===== config.mk =====
export PLATFORM = sky130hd
export DESIGN_NAME = rc_pulse_throttle_decoder
export DESIGN_NICKNAME = d
export VERILOG_FILES = /design/src/rtl/rptd_pkg.sv /design/src/rtl/rptd_regs.sv /design/src/rtl/rptd_ctrl.sv /design/src/rtl/rptd_dp.sv /design/src/rtl/rc_pulse_throttle_decoder.sv
export SDC_FILE = /design/constraint.sdc
export NUM_CORES = 1
export LEC_CHECK = 0
export ABC_AREA = 1
export BUFFER_PORTS_ARGS = -buffer_cell sky130_fd_sc_hd__buf_2
export CAP_MARGIN = 25
export CORE_MARGIN = 2
export CORE_UTILIZATION = 45
export DETAILED_ROUTE_END_ITERATION = 7
export PLACE_DENSITY_LB_ADDON = 0.15
export SKIP_CTS_REPAIR_TIMING = 1
export SLEW_MARGIN = 20
export SYNTH_ARGS = -nofsm -noshare
export SYNTH_HDL_FRONTEND = slang
export SYNTH_SLANG_ARGS = --single-unit
export TNS_END_PERCENT = 30

===== constraint.sdc =====
create_clock -name clk -period 7.2 [get_ports clk]
set_input_delay 1.44 -clock clk [delete_from_list [all_inputs] [get_ports clk]]
set_output_delay 1.44 -clock clk [all_outputs]
set_load 0.01 [all_outputs]

===== src/rtl/rptd_pkg.sv =====
package rptd_pkg;

  localparam int TIMER_BITS = 16;
  localparam int FS_BITS    = 15;
  localparam int PROD_BITS  = TIMER_BITS + FS_BITS;
  localparam int DIV_STEPS  = PROD_BITS;
  localparam int CNT_BITS   = $clog2(DIV_STEPS);
  localparam int CFG_BITS   = 16;
  localparam int IDX_BITS   = 3;

  typedef logic [IDX_BITS-1:0] reg_idx_t;
  localparam reg_idx_t REG_ENABLE       = 3'd0;
  localparam reg_idx_t REG_WIDTH_MIN    = 3'd1;
  localparam reg_idx_t REG_WIDTH_MID    = 3'd2;
  localparam reg_idx_t REG_WIDTH_MAX    = 3'd3;
  localparam reg_idx_t REG_DEAD_BAND    = 3'd4;
  localparam reg_idx_t REG_VALID_MARGIN = 3'd5;
  localparam reg_idx_t REG_FULL_SCALE   = 3'd6;
  localparam reg_idx_t REG_ZERO_OOR     = 3'd7;

  typedef struct packed {
    logic               enable;
    logic [15:0]        width_min;
    logic [15:0]        width_mid;
    logic [15:0]        width_max;
    logic [14:0]        dead_band;
    logic [14:0]        valid_margin;
    logic [FS_BITS-1:0] full_scale;
    logic               zero_oor;
  } cfg_t;

  typedef enum logic [2:0] {
    ST_IDLE,
    ST_CLASSIFY,
    ST_MUL,
    ST_DIV,
    ST_DONE
  } state_t;

  typedef enum logic [2:0] {
    RG_OUT,
    RG_NEG,
    RG_LIN_NEG,
    RG_ZERO,
    RG_LIN_POS,
    RG_POS
  } region_t;

  typedef struct packed {
    logic capture;
    logic classify;
    logic mul;
    logic div_step;
    logic out_load;
  } cmd_t;

  typedef struct packed {
    logic fall;
    logic linear;
    logic emit;
    logic div_last;
    logic out_free;
  } status_t;

endpackage


===== src/rtl/rptd_regs.sv =====
module rptd_regs
  import rptd_pkg::*;
(
  input  logic                clk,
  input  logic                rst,
  input  logic                cfg_we,
  input  reg_idx_t            cfg_index,
  input  logic [CFG_BITS-1:0] cfg_data,
  output cfg_t                cfg
);

  always_ff @(posedge clk) begin
    if (rst) begin
      cfg.enable       <= 1'b0;
      cfg.width_min    <= 16'd1000;
      cfg.width_mid    <= 16'd1500;
      cfg.width_max    <= 16'd2000;
      cfg.dead_band    <= 15'd20;
      cfg.valid_margin <= 15'd200;
      cfg.full_scale   <= 15'd1000;
      cfg.zero_oor     <= 1'b1;
    end else if (cfg_we) begin
      case (cfg_index)
        REG_ENABLE:       cfg.enable       <= cfg_data[0];
        REG_WIDTH_MIN:    cfg.width_min    <= cfg_data[15:0];
        REG_WIDTH_MID:    cfg.width_mid    <= cfg_data[15:0];
        REG_WIDTH_MAX:    cfg.width_max    <= cfg_data[15:0];
        REG_DEAD_BAND:    cfg.dead_band    <= cfg_data[14:0];
        REG_VALID_MARGIN: cfg.valid_margin <= cfg_data[14:0];
        REG_FULL_SCALE:   cfg.full_scale   <= cfg_data[FS_BITS-1:0];
        REG_ZERO_OOR:     cfg.zero_oor     <= cfg_data[0];
        default: ;
      endcase
    end
  end

endmodule


===== src/rtl/rptd_ctrl.sv =====
module rptd_ctrl
  import rptd_pkg::*;
(
  input  logic    clk,
  input  logic    rst,
  input  logic    in_valid,
  output logic    in_ready,
  input  status_t st,
  output cmd_t    cmd
);

  state_t state, state_next;

  always_ff @(posedge clk) begin
    if (rst) begin
      state <= ST_IDLE;
    end else begin
      state <= state_next;
    end
  end

  always_comb begin
    state_next = state;
    case (state)
      ST_IDLE: begin
        if (in_valid && st.fall) state_next = ST_CLASSIFY;
      end
      ST_CLASSIFY: state_next = ST_MUL;
      ST_MUL: begin
        state_next = st.linear ? ST_DIV : ST_DONE;
      end
      ST_DIV: begin
        if (st.div_last) state_next = ST_DONE;
      end
      ST_DONE: begin
        if (!st.emit || st.out_free) state_next = ST_IDLE;
      end
      default: state_next = ST_IDLE;
    endcase
  end

  always_comb begin
    cmd      = '0;
    in_ready = 1'b0;
    case (state)
      ST_IDLE: begin
        in_ready    = 1'b1;
        cmd.capture = in_valid;
      end
      ST_CLASSIFY: cmd.classify = 1'b1;
      ST_MUL:      cmd.mul      = 1'b1;
      ST_DIV:      cmd.div_step = 1'b1;
      ST_DONE:     cmd.out_load = st.emit && st.out_free;
      default: ;
    endcase
  end

endmodule


===== src/rtl/rptd_dp.sv =====
module rptd_dp
  import rptd_pkg::*;
(
  input  logic                    clk,
  input  logic                    rst,
  input  cfg_t                    cfg,
  input  cmd_t                    cmd,
  output status_t                 st,
  input  logic [TIMER_BITS-1:0]   capture_time,
  input  logic                    pin_level,
  output logic                    out_valid,
  input  logic                    out_ready,
  output logic [2*TIMER_BITS-1:0] out_data
);

  localparam int CW = TIMER_BITS + 2;

  logic [TIMER_BITS-1:0] rise_time;
  logic                  high_seen;
  logic [TIMER_BITS-1:0] width;
  region_t               region, region_next;
  logic [TIMER_BITS-1:0] offset, offset_next;
  logic [TIMER_BITS-1:0] divisor, divisor_next;
  logic [PROD_BITS-1:0]  num;
  logic [TIMER_BITS-1:0] rem;
  logic [CNT_BITS-1:0]   cnt;
  logic [TIMER_BITS:0]   trial;

  logic signed [CW-1:0] w_s, lo_out, mid_lo, mid_hi, hi_out, mn_s, mx_s;
  logic signed [CW-1:0] off_neg, off_pos, dvs_neg, dvs_pos;
  logic [TIMER_BITS-1:0] throttle;
  logic [FS_BITS-1:0]    quot;

  // capture / width measurement
  always_ff @(posedge clk) begin
    if (rst) begin
      rise_time <= '0;
      high_seen <= 1'b0;
    end else if (cmd.capture && cfg.enable) begin
      if (pin_level) begin
        rise_time <= capture_time;
        high_seen <= 1'b1;
      end else begin
        high_seen <= 1'b0;
      end
    end
  end

  always_ff @(posedge clk) begin
    if (cmd.capture && cfg.enable && !pin_level) begin
      width <= high_seen ? capture_time - rise_time : '0;
    end
  end

  // region classification, signed compares at full precision
  always_comb begin
    w_s     = signed'({2'b00, width});
    mn_s    = signed'({2'b00, cfg.width_min});
    mx_s    = signed'({2'b00, cfg.width_max});
    lo_out  = mn_s - signed'({3'b000, cfg.valid_margin});
    mid_lo  = signed'({2'b00, cfg.width_mid}) - signed'({3'b000, cfg.dead_band});
    mid_hi  = signed'({2'b00, cfg.width_mid}) + signed'({3'b000, cfg.dead_band});
    hi_out  = mx_s + signed'({3'b000, cfg.valid_margin});
    off_neg = w_s - mn_s;
    off_pos = w_s - mid_hi;
    dvs_neg = mid_lo - mn_s;
    dvs_pos = mx_s - mid_hi;

    offset_next  = '0;
    divisor_next = '0;
    if (w_s < lo_out) begin
      region_next = RG_OUT;
    end else if (w_s < mn_s) begin
      region_next = RG_NEG;
    end else if (w_s < mid_lo) begin
      region_next  = RG_LIN_NEG;
      offset_next  = off_neg[TIMER_BITS-1:0];
      divisor_next = dvs_neg[TIMER_BITS-1:0];
    end else if (w_s < mid_hi) begin
      region_next = RG_ZERO;
    end else if (w_s < mx_s) begin
      region_next  = RG_LIN_POS;
      offset_next  = off_pos[TIMER_BITS-1:0];
      divisor_next = dvs_pos[TIMER_BITS-1:0];
    end else if (w_s <= hi_out) begin
      region_next = RG_POS;
    end else begin
      region_next = RG_OUT;
    end
  end

  always_ff @(posedge clk) begin
    if (cmd.classify) begin
      region  <= region_next;
      offset  <= offset_next;
      divisor <= divisor_next;
    end
  end

  // multiply, then restoring divide one quotient bit per cycle
  assign trial = {rem, num[PROD_BITS-1]} - {1'b0, divisor};

  always_ff @(posedge clk) begin
    if (cmd.mul) begin
      num <= PROD_BITS'(cfg.full_scale) * PROD_BITS'(offset);
      rem <= '0;
      cnt <= '0;
    end else if (cmd.div_step) begin
      if (!trial[TIMER_BITS]) begin
        rem <= trial[TIMER_BITS-1:0];
        num <= {num[PROD_BITS-2:0], 1'b1};
      end else begin
        rem <= {rem[TIMER_BITS-2:0], num[PROD_BITS-1]};
        num <= {num[PROD_BITS-2:0], 1'b0};
      end
      cnt <= cnt + CNT_BITS'(1);
    end
  end

  assign quot = num[FS_BITS-1:0];

  always_comb begin
    case (region)
      RG_NEG:     throttle = -{1'b0, cfg.full_scale};
      RG_LIN_NEG: throttle = {1'b0, quot} - {1'b0, cfg.full_scale};
      RG_LIN_POS: throttle = {1'b0, quot};
      RG_POS:     throttle = {1'b0, cfg.full_scale};
      default:    throttle = '0;
    endcase
  end

  // output word register
  always_ff @(posedge clk) begin
    if (rst) begin
      out_valid <= 1'b0;
    end else if (cmd.out_load) begin
      out_valid <= 1'b1;
    end else if (out_ready) begin
      out_valid <= 1'b0;
    end
  end

  always_ff @(posedge clk) begin
    if (cmd.out_load) begin
      out_data <= {width, throttle};
    end
  end

  assign st.fall     = cfg.enable && !pin_level;
  assign st.linear   = (region == RG_LIN_NEG) || (region == RG_LIN_POS);
  assign st.emit     = (region != RG_OUT) || cfg.zero_oor;
  assign st.div_last = (cnt == CNT_BITS'(DIV_STEPS - 1));
  assign st.out_free = !out_valid || out_ready;

  a_load_free: assert property (@(posedge clk) disable iff (rst)
    cmd.out_load |-> (!out_valid || out_ready))
    else $error("output word overwritten while pending");

  a_div_nonzero: assert property (@(posedge clk) disable iff (rst)
    (cmd.mul && st.linear) |-> (divisor != '0))
    else $error("zero divisor in linear region");

  a_quot_range: assert property (@(posedge clk) disable iff (rst)
    (cmd.out_load && st.linear) |-> (quot < cfg.full_scale))
    else $error("quotient exceeds full scale");

  a_no_step_outside: assert property (@(posedge clk) disable iff (rst)
    cmd.div_step |-> st.linear)
    else $error("divider stepping for a saturated region");

endmodule


===== src/rtl/rc_pulse_throttle_decoder.sv =====
// RC pulse throttle decoder. Each input word is a capture event: s_tdata holds
// the 16-bit microsecond timestamp, s_tuser the pin level after the edge. Rising
// edges store the time; falling edges measure the high width (mod 65536, zero
// if no rise was seen) and map it to a signed throttle in +/- full_scale with a
// neutral dead band around width_mid. Rising edges and any event while enable
// is clear produce no output word. One event is handled at a time. A falling
// edge is classified, then a 15x16 multiply runs; a linear-region width then
// goes through a 31-step restoring divider, while a saturated or dead-band width
// skips it. The result sits in an output register, so the next event is taken
// while it waits. The user must write registers through cfg_we/cfg_index/
// cfg_data only while the block is idle; the block does not enforce this.
module rc_pulse_throttle_decoder
  import rptd_pkg::*;
(
  input  logic                clk,
  input  logic                rst,
  input  logic                cfg_we,
  input  reg_idx_t            cfg_index,
  input  logic [CFG_BITS-1:0] cfg_data,
  input  logic                s_tvalid,
  output logic                s_tready,
  input  logic [15:0]         s_tdata,   // [15:0] capture_time
  input  logic                s_tuser,   // [0] pin_level
  output logic                m_tvalid,
  input  logic                m_tready,
  output logic [31:0]         m_tdata    // [15:0] throttle, [31:16] pulse_width
);

  cfg_t    cfg;
  cmd_t    cmd;
  status_t st;

  rptd_regs u_regs (
    .clk       (clk),
    .rst       (rst),
    .cfg_we    (cfg_we),
    .cfg_index (cfg_index),
    .cfg_data  (cfg_data),
    .cfg       (cfg)
  );

  rptd_ctrl u_ctrl (
    .clk      (clk),
    .rst      (rst),
    .in_valid (s_tvalid),
    .in_ready (s_tready),
    .st       (st),
    .cmd      (cmd)
  );

  rptd_dp u_dp (
    .clk          (clk),
    .rst          (rst),
    .cfg          (cfg),
    .cmd          (cmd),
    .st           (st),
    .capture_time (s_tdata),
    .pin_level    (s_tuser),
    .out_valid    (m_tvalid),
    .out_ready    (m_tready),
    .out_data     (m_tdata)
  );

endmodule


---- After elaboration in Yosys (flattened, before gate mapping) ----
Index checks and enable logic that the tools add are counted.
operators by class
  add/sub/neg operators ................... 13
  $mul .................................... 1
  $lt $le $gt $ge ......................... 6
  equal/unequal tests ..................... 19
  muxes and demuxes ....................... 30
  reductions and logical operators ........ 29
operators by type and width
  kind                                                                    count
  16-bit two-way mux                                                      7
  16-bit subtractor                                                       5
  16-bit one-hot mux with 4 select lines                                  1
  31-bit two-way mux                                                      2
  16-bit by 15-bit adder with 17-bit output                               2
  16-bit by 15-bit subtractor with 17-bit output                          2
  16-bit less-than comparator                                             2
  15-bit by 16-bit multiplier with 31-bit output                          1
  3-bit equality test (second input constant)                             7
  17-bit by 18-bit less-or-equal comparator with 1-bit output             1
  17-bit by 18-bit less-than comparator with 1-bit output                 1
  3-bit two-way mux                                                       6
  2-bit AND reduction                                                     9
  16-bit by 17-bit less-than comparator with 1-bit output                 1
  17-bit less-than comparator                                             1
  17-bit by 16-bit subtractor with 17-bit output                          1
  15-bit negator with 16-bit output                                       1
  15-bit by 15-bit subtractor with 16-bit output                          1
  3-bit by 2-bit equality test with 1-bit output (second input constant)  5
  3-bit one-hot mux with 5 select lines                                   1
  1-bit two-way mux                                                       11
  3-bit by 1-bit equality test with 1-bit output (second input constant)  3
  3-bit logical NOT                                                       2
  5-bit by 1-bit adder with 5-bit output (second input constant)          1
  12 further kinds                                                        24
storage, ports and cells
  register bits ........................... 251
  output and inout port bits .............. 34
  logic and storage cells ................. 120

---- Longest topological paths before layout ----
  depth after elaboration ................. 7
  mapped depth ............................ 30

---- Hierarchy ----
A second synthesis with hierarchy kept.
second synthesis, totals
  cell total of the unflattened synthesis .. 3766
  area, all modules ....................... 27869.2 um2
modules (own cells, without submodules)
  module     times used  cells an instance  area each (um2)
  rptd_dp    1           3210               23901.7
  rptd_regs  1           516                3743.6
  rptd_ctrl  1           40                 224.0

---- Least setup slack after synthesis ----
No wires, ideal clock.
  path type ............................... register to register
  start point ............................. reg u_regs.cfg[1] (netlist name)
  end point ............................... reg u_dp.num[25] (data pin)
  library setup time ...................... 0.254 ns
  arrival ................................. 5.469 ns
  slack ................................... 1.477 ns
  cell stages (with the launch flop) ...... 28
  buffers on the path ..................... 2
  cell sequence ........................... dfxtp_1 -> clkbuf_1 -> clkbuf_1 -> nand2_1 -> inv_1 -> fa_1 -> inv_1 -> fa_1 -> inv_1 -> fa_1 -> inv_1 -> fa_1 -> inv_1 -> fa_1 -> inv_1 -> fa_1 -> inv_1 -> ha_1 -> a21oi_1 -> o21ai_0 -> nand2_1 -> nand2_1 -> nand2_1 -> nand3_1 -> a31o_2 -> or2_2 -> nand3_1 -> nand2_1
on the way
  word-level cells in the longest chain between the ends .. 2
RTL lines
  element                                         line            RTL
  15-bit by 16-bit multiplier with 31-bit output  rptd_dp.sv:105  num <= PROD_BITS'(cfg.full_scale) * PROD_BITS'(offset);
  31-bit two-way mux                              rptd_dp.sv:104  if (cmd.mul) begin
  to (signal assigned)                            rptd_dp.sv:105
  to (signal assigned)                            rptd_dp.sv:111  num <= {num[PROD_BITS-2:0], 1'b1};
  to (signal assigned)                            rptd_dp.sv:114  num <= {num[PROD_BITS-2:0], 1'b0};
  to (decl)                                       rptd_dp.sv:24   logic [PROD_BITS-1:0] num;
Every way passes these cells.
A chain may end at the register's enable or synchronous reset.

---- Final worst setup path ----
  start point ............................. reg u_dp.offset[10]
  end point ............................... reg u_dp.num[25] (data pin)
on the way
  word-level cells in the longest chain between the ends .. 2
RTL lines
  element                                         line            RTL
  from (decl)                                     rptd_dp.sv:22   logic [TIMER_BITS-1:0] offset, offset_next;
  from (signal assigned)                          rptd_dp.sv:95   offset <= offset_next;
  15-bit by 16-bit multiplier with 31-bit output  rptd_dp.sv:105
  31-bit two-way mux                              rptd_dp.sv:104
Every way passes these cells.

==> reports/results.ini <==
[timing]
whs_ns=0.455
hold_viol=0
fin_tns_setup_ns=0
period_minus_slack_ns=6.16
setup_viol=0
rsz0062_at_grt=no
finalCritPeriodShare_pct=85.5
slew_violations=0
tightest_slew_ns=0.905
fin_worst_skew_ns=0.0270
relSlewSlack_pct=39.6
max_freq_ghz=0.162

[layout]
seq_area_um2=6170
multi_input_area_um2=18200
final_common_cell=nand2_1
final_net_count=4207
synthToLayoutAreaGrowth_pct=7.66
layout-drive-gt1-share_pct=5.34
antenna-diode-count=0
finish.utilization_pct=49.0
mostFrequentLayoutCells=753 x nand2_1, 680 x inv_1, 337 x a21oi_1
fillCellCount=6131

[grt]
grt_util_all_layers_pct=26.7
grt_pass1_wl_um=131000
antenna_found_initial=1
grt-ovfl-total=0
grt_max_degree=86
grt_pass1_vias=22974

[worst_setup_path]
crit_slowest_cell=edfxtp_1
end_kind=register
cp-endpoint=u_dp.num[25]
cp-start-kind=register
crit_buf_inv=7
r2r_cells=25
ff2ff_setup_slack_ns=1.04
cp-startpoint=u_dp.offset[10]
cp.arrival_ns=6.49
critPathKind=reg2reg
critical_path.top_delay_family=adder cells
r2r-start=u_dp.offset[10]
path_depth=25
r2r-end=u_dp.num[25]
max_stage_delay_ns=0.66
cp_common_cell=inv_1
crit_required_ns=7.53
crit_fanout=15

[power_and_ir_drop]
finalPower_mw=7.03
ir_drop_mv=0.254
p_leak_nw=15.1
power.density_nw_per_um2=238

[min_path]
hold_class=reg2reg

[route]
wire_per_inst_um=18.8
drt.antenna.violating_nets=0
firstDrtPassIters=6
routed_wl_um=83600
vias=23678
post_drt_via_cell_ratio=5.31
drc=0
drtIter0Drc=1812

[logic_synthesis]
synth_cell_types=58
synth_fp_nets=4195
yosys_register_bits=251
synth_area_um2=27500
synth_edf_count=114
yosysWarnings=0
seq_area_frac_synth_pct=22.5
synth_cells=3637
synthFlopType=dfxtp_1
avgSynthCellArea_um2=7.55
ys_async_sr_fraction_pct=0

[placed_design]
gp_congestion=0.936
dp_hpwl_um=66900
port_buffers=74

[clocking]
htreeDepth=1
cts-root-buf=clkbuf_16
clockBufferDepth=3
cts_sinks=251
numCtsBuffers=30
cts_tree=built
clk_pin_slew_ns=0.06
insertion_delay_ns=0.59

[flow_run]
drv_cap=0

[floorplanning]
die_w_um=251
die_h_um=251
rows=90
io_pins=75
start_util_pct=45.5
die_area_um2=63000
coreArea_um2=60400

[run_status]
status=completed

-- per-layer routing --
layer  share of wire (%)  track usage (%)  routed length [um]  up-vias
met5                   0                0                   0        -
met4                 2.7             7.02                2280        0
met3                 6.5             3.74                5410      111
met2                  45             43.1               37500      636
met1                  46             37.5               38400    11129
li1                    -                -                   -    11802
-- kinds of logic (layout without fill, tap and decap cells) --
family,Yosys count,in the layout,share of synthesized area [%]
AND/OR/NAND/NOR,1198,1198,18.2
buffers and inverters,811,847,11.3
AO/OA/AOI/OAI,722,722,14.8
adder cells (fa/ha/maj),517,517,28.8
flip-flops,251,251,22.5
XOR/XNOR,138,138,4.40
-- registers in the layout, summed over array words and instances, names as in the netlist --
name / cells
u_dp.cnt: 5
u_dp.num: 31
u_ctrl.state: 3
u_dp.region: 3
u_dp.divisor: 16
u_dp.rise_time: 16
u_dp.out_valid: 1
u_dp.high_seen: 1
u_dp.rem: 16
u_dp.width: 16
u_dp.offset: 16
u_dp.out_data: 32
u_regs.cfg: 95
-- worst min path at each step --
stage,start,end,slack (ns),cells past startpoint
final,u_dp.rise_time[14],u_dp.rise_time[14],0.45,2
after global routing,u_dp.rise_time[7],u_dp.rise_time[7],0.48,2
after CTS,u_dp.rise_time[8],u_dp.rise_time[8],0.46,2
after detailed placement,u_dp.rise_time[8],u_dp.rise_time[8],0.45,2
after global placement,u_dp.rise_time[2],u_dp.rise_time[2],0.45,2
after floorplan,u_dp.rise_time[10],u_dp.rise_time[10],0.43,2
-- cell usage after synthesis (4+ instances only) --
cell / number / share of area (%)
nor3_1: 29 / 0.53
inv_1: 681 / 9.3
o221ai_1: 11 / 0.35
nand4_1: 50 / 1.1
o211ai_1: 40 / 1.1
edfxtp_1: 114 / 12
a21oi_1: 337 / 6.1
inv_2: 9 / 0.12
or2_1: 5 / 0.11
nor4_1: 9 / 0.21
a31oi_1: 19 / 0.43
a21boi_0: 12 / 0.33
o21a_1: 13 / 0.36
nand2_2: 4 / 0.091
clkbuf_1: 93 / 1.3
nand2_1: 753 / 10
a211oi_1: 5 / 0.14
nand3_1: 122 / 2.2
xor2_1: 91 / 2.9
xnor2_1: 47 / 1.5
ha_1: 326 / 15
dfxtp_1: 137 / 10
o31ai_1: 7 / 0.19
buf_2: 13 / 0.24
o21ai_0: 194 / 3.5
nand3b_1: 7 / 0.19
or2_2: 15 / 0.34
buf_4: 5 / 0.14
a21o_1: 14 / 0.38
o21bai_1: 20 / 0.55
a21boi_1: 4 / 0.11
o22ai_1: 5 / 0.11
fa_1: 191 / 14
o21ai_1: 22 / 0.40
buf_6: 4 / 0.16
nor2_1: 195 / 2.7
-- per-stage QoR --
stage          setup WS (ns)  instances  area [um2]
2_1_floorplan           1.48       3637       27500
3_3_place_gp            1.08       4396       28500
5_1_grt                0.549       4455       29600
3_5_place_dp            1.06       4398       28500
4_1_cts                 1.02       4454       29500
6_report                1.04       4455       29600
-- cell type report --
class,count,share of cell area [%]
multi-input combinational,2575,61.6
timing repair buffer,97,1.97
clock buffer,37,2.81
clock inverter,19,0.665
inverter,694,8.82
tap,782,3.31
sequential,251,20.9
-- where the power goes --
group,internal (mW),leakage (nW),switching (mW)
Sequential,1.55,2.16,0.0702
Combinational,1.36,12.5,2.45
Clock,0.956,0.504,0.646
-- worst register-to-register path, cell delays in order, from the launching register on --
cell and delay [ns]:
edfxtp_1 0.66, nand2_1 0.16, inv_1 0.08, fa_1 0.53
inv_1 0.05, fa_1 0.52, inv_1 0.05, fa_1 0.49
inv_1 0.05, fa_1 0.53, inv_1 0.05, fa_1 0.50
inv_1 0.05, fa_1 0.49, inv_1 0.05, ha_1 0.34
a21oi_1 0.25, o21ai_0 0.14, nand2_1 0.07, nand2_1 0.06
nand2_1 0.07, nand3_1 0.10, a31o_2 0.23, or2_2 0.27
nand3_1 0.07, nand2_1 0.05
Note: power is estimated with default switching activity, not from simulation.
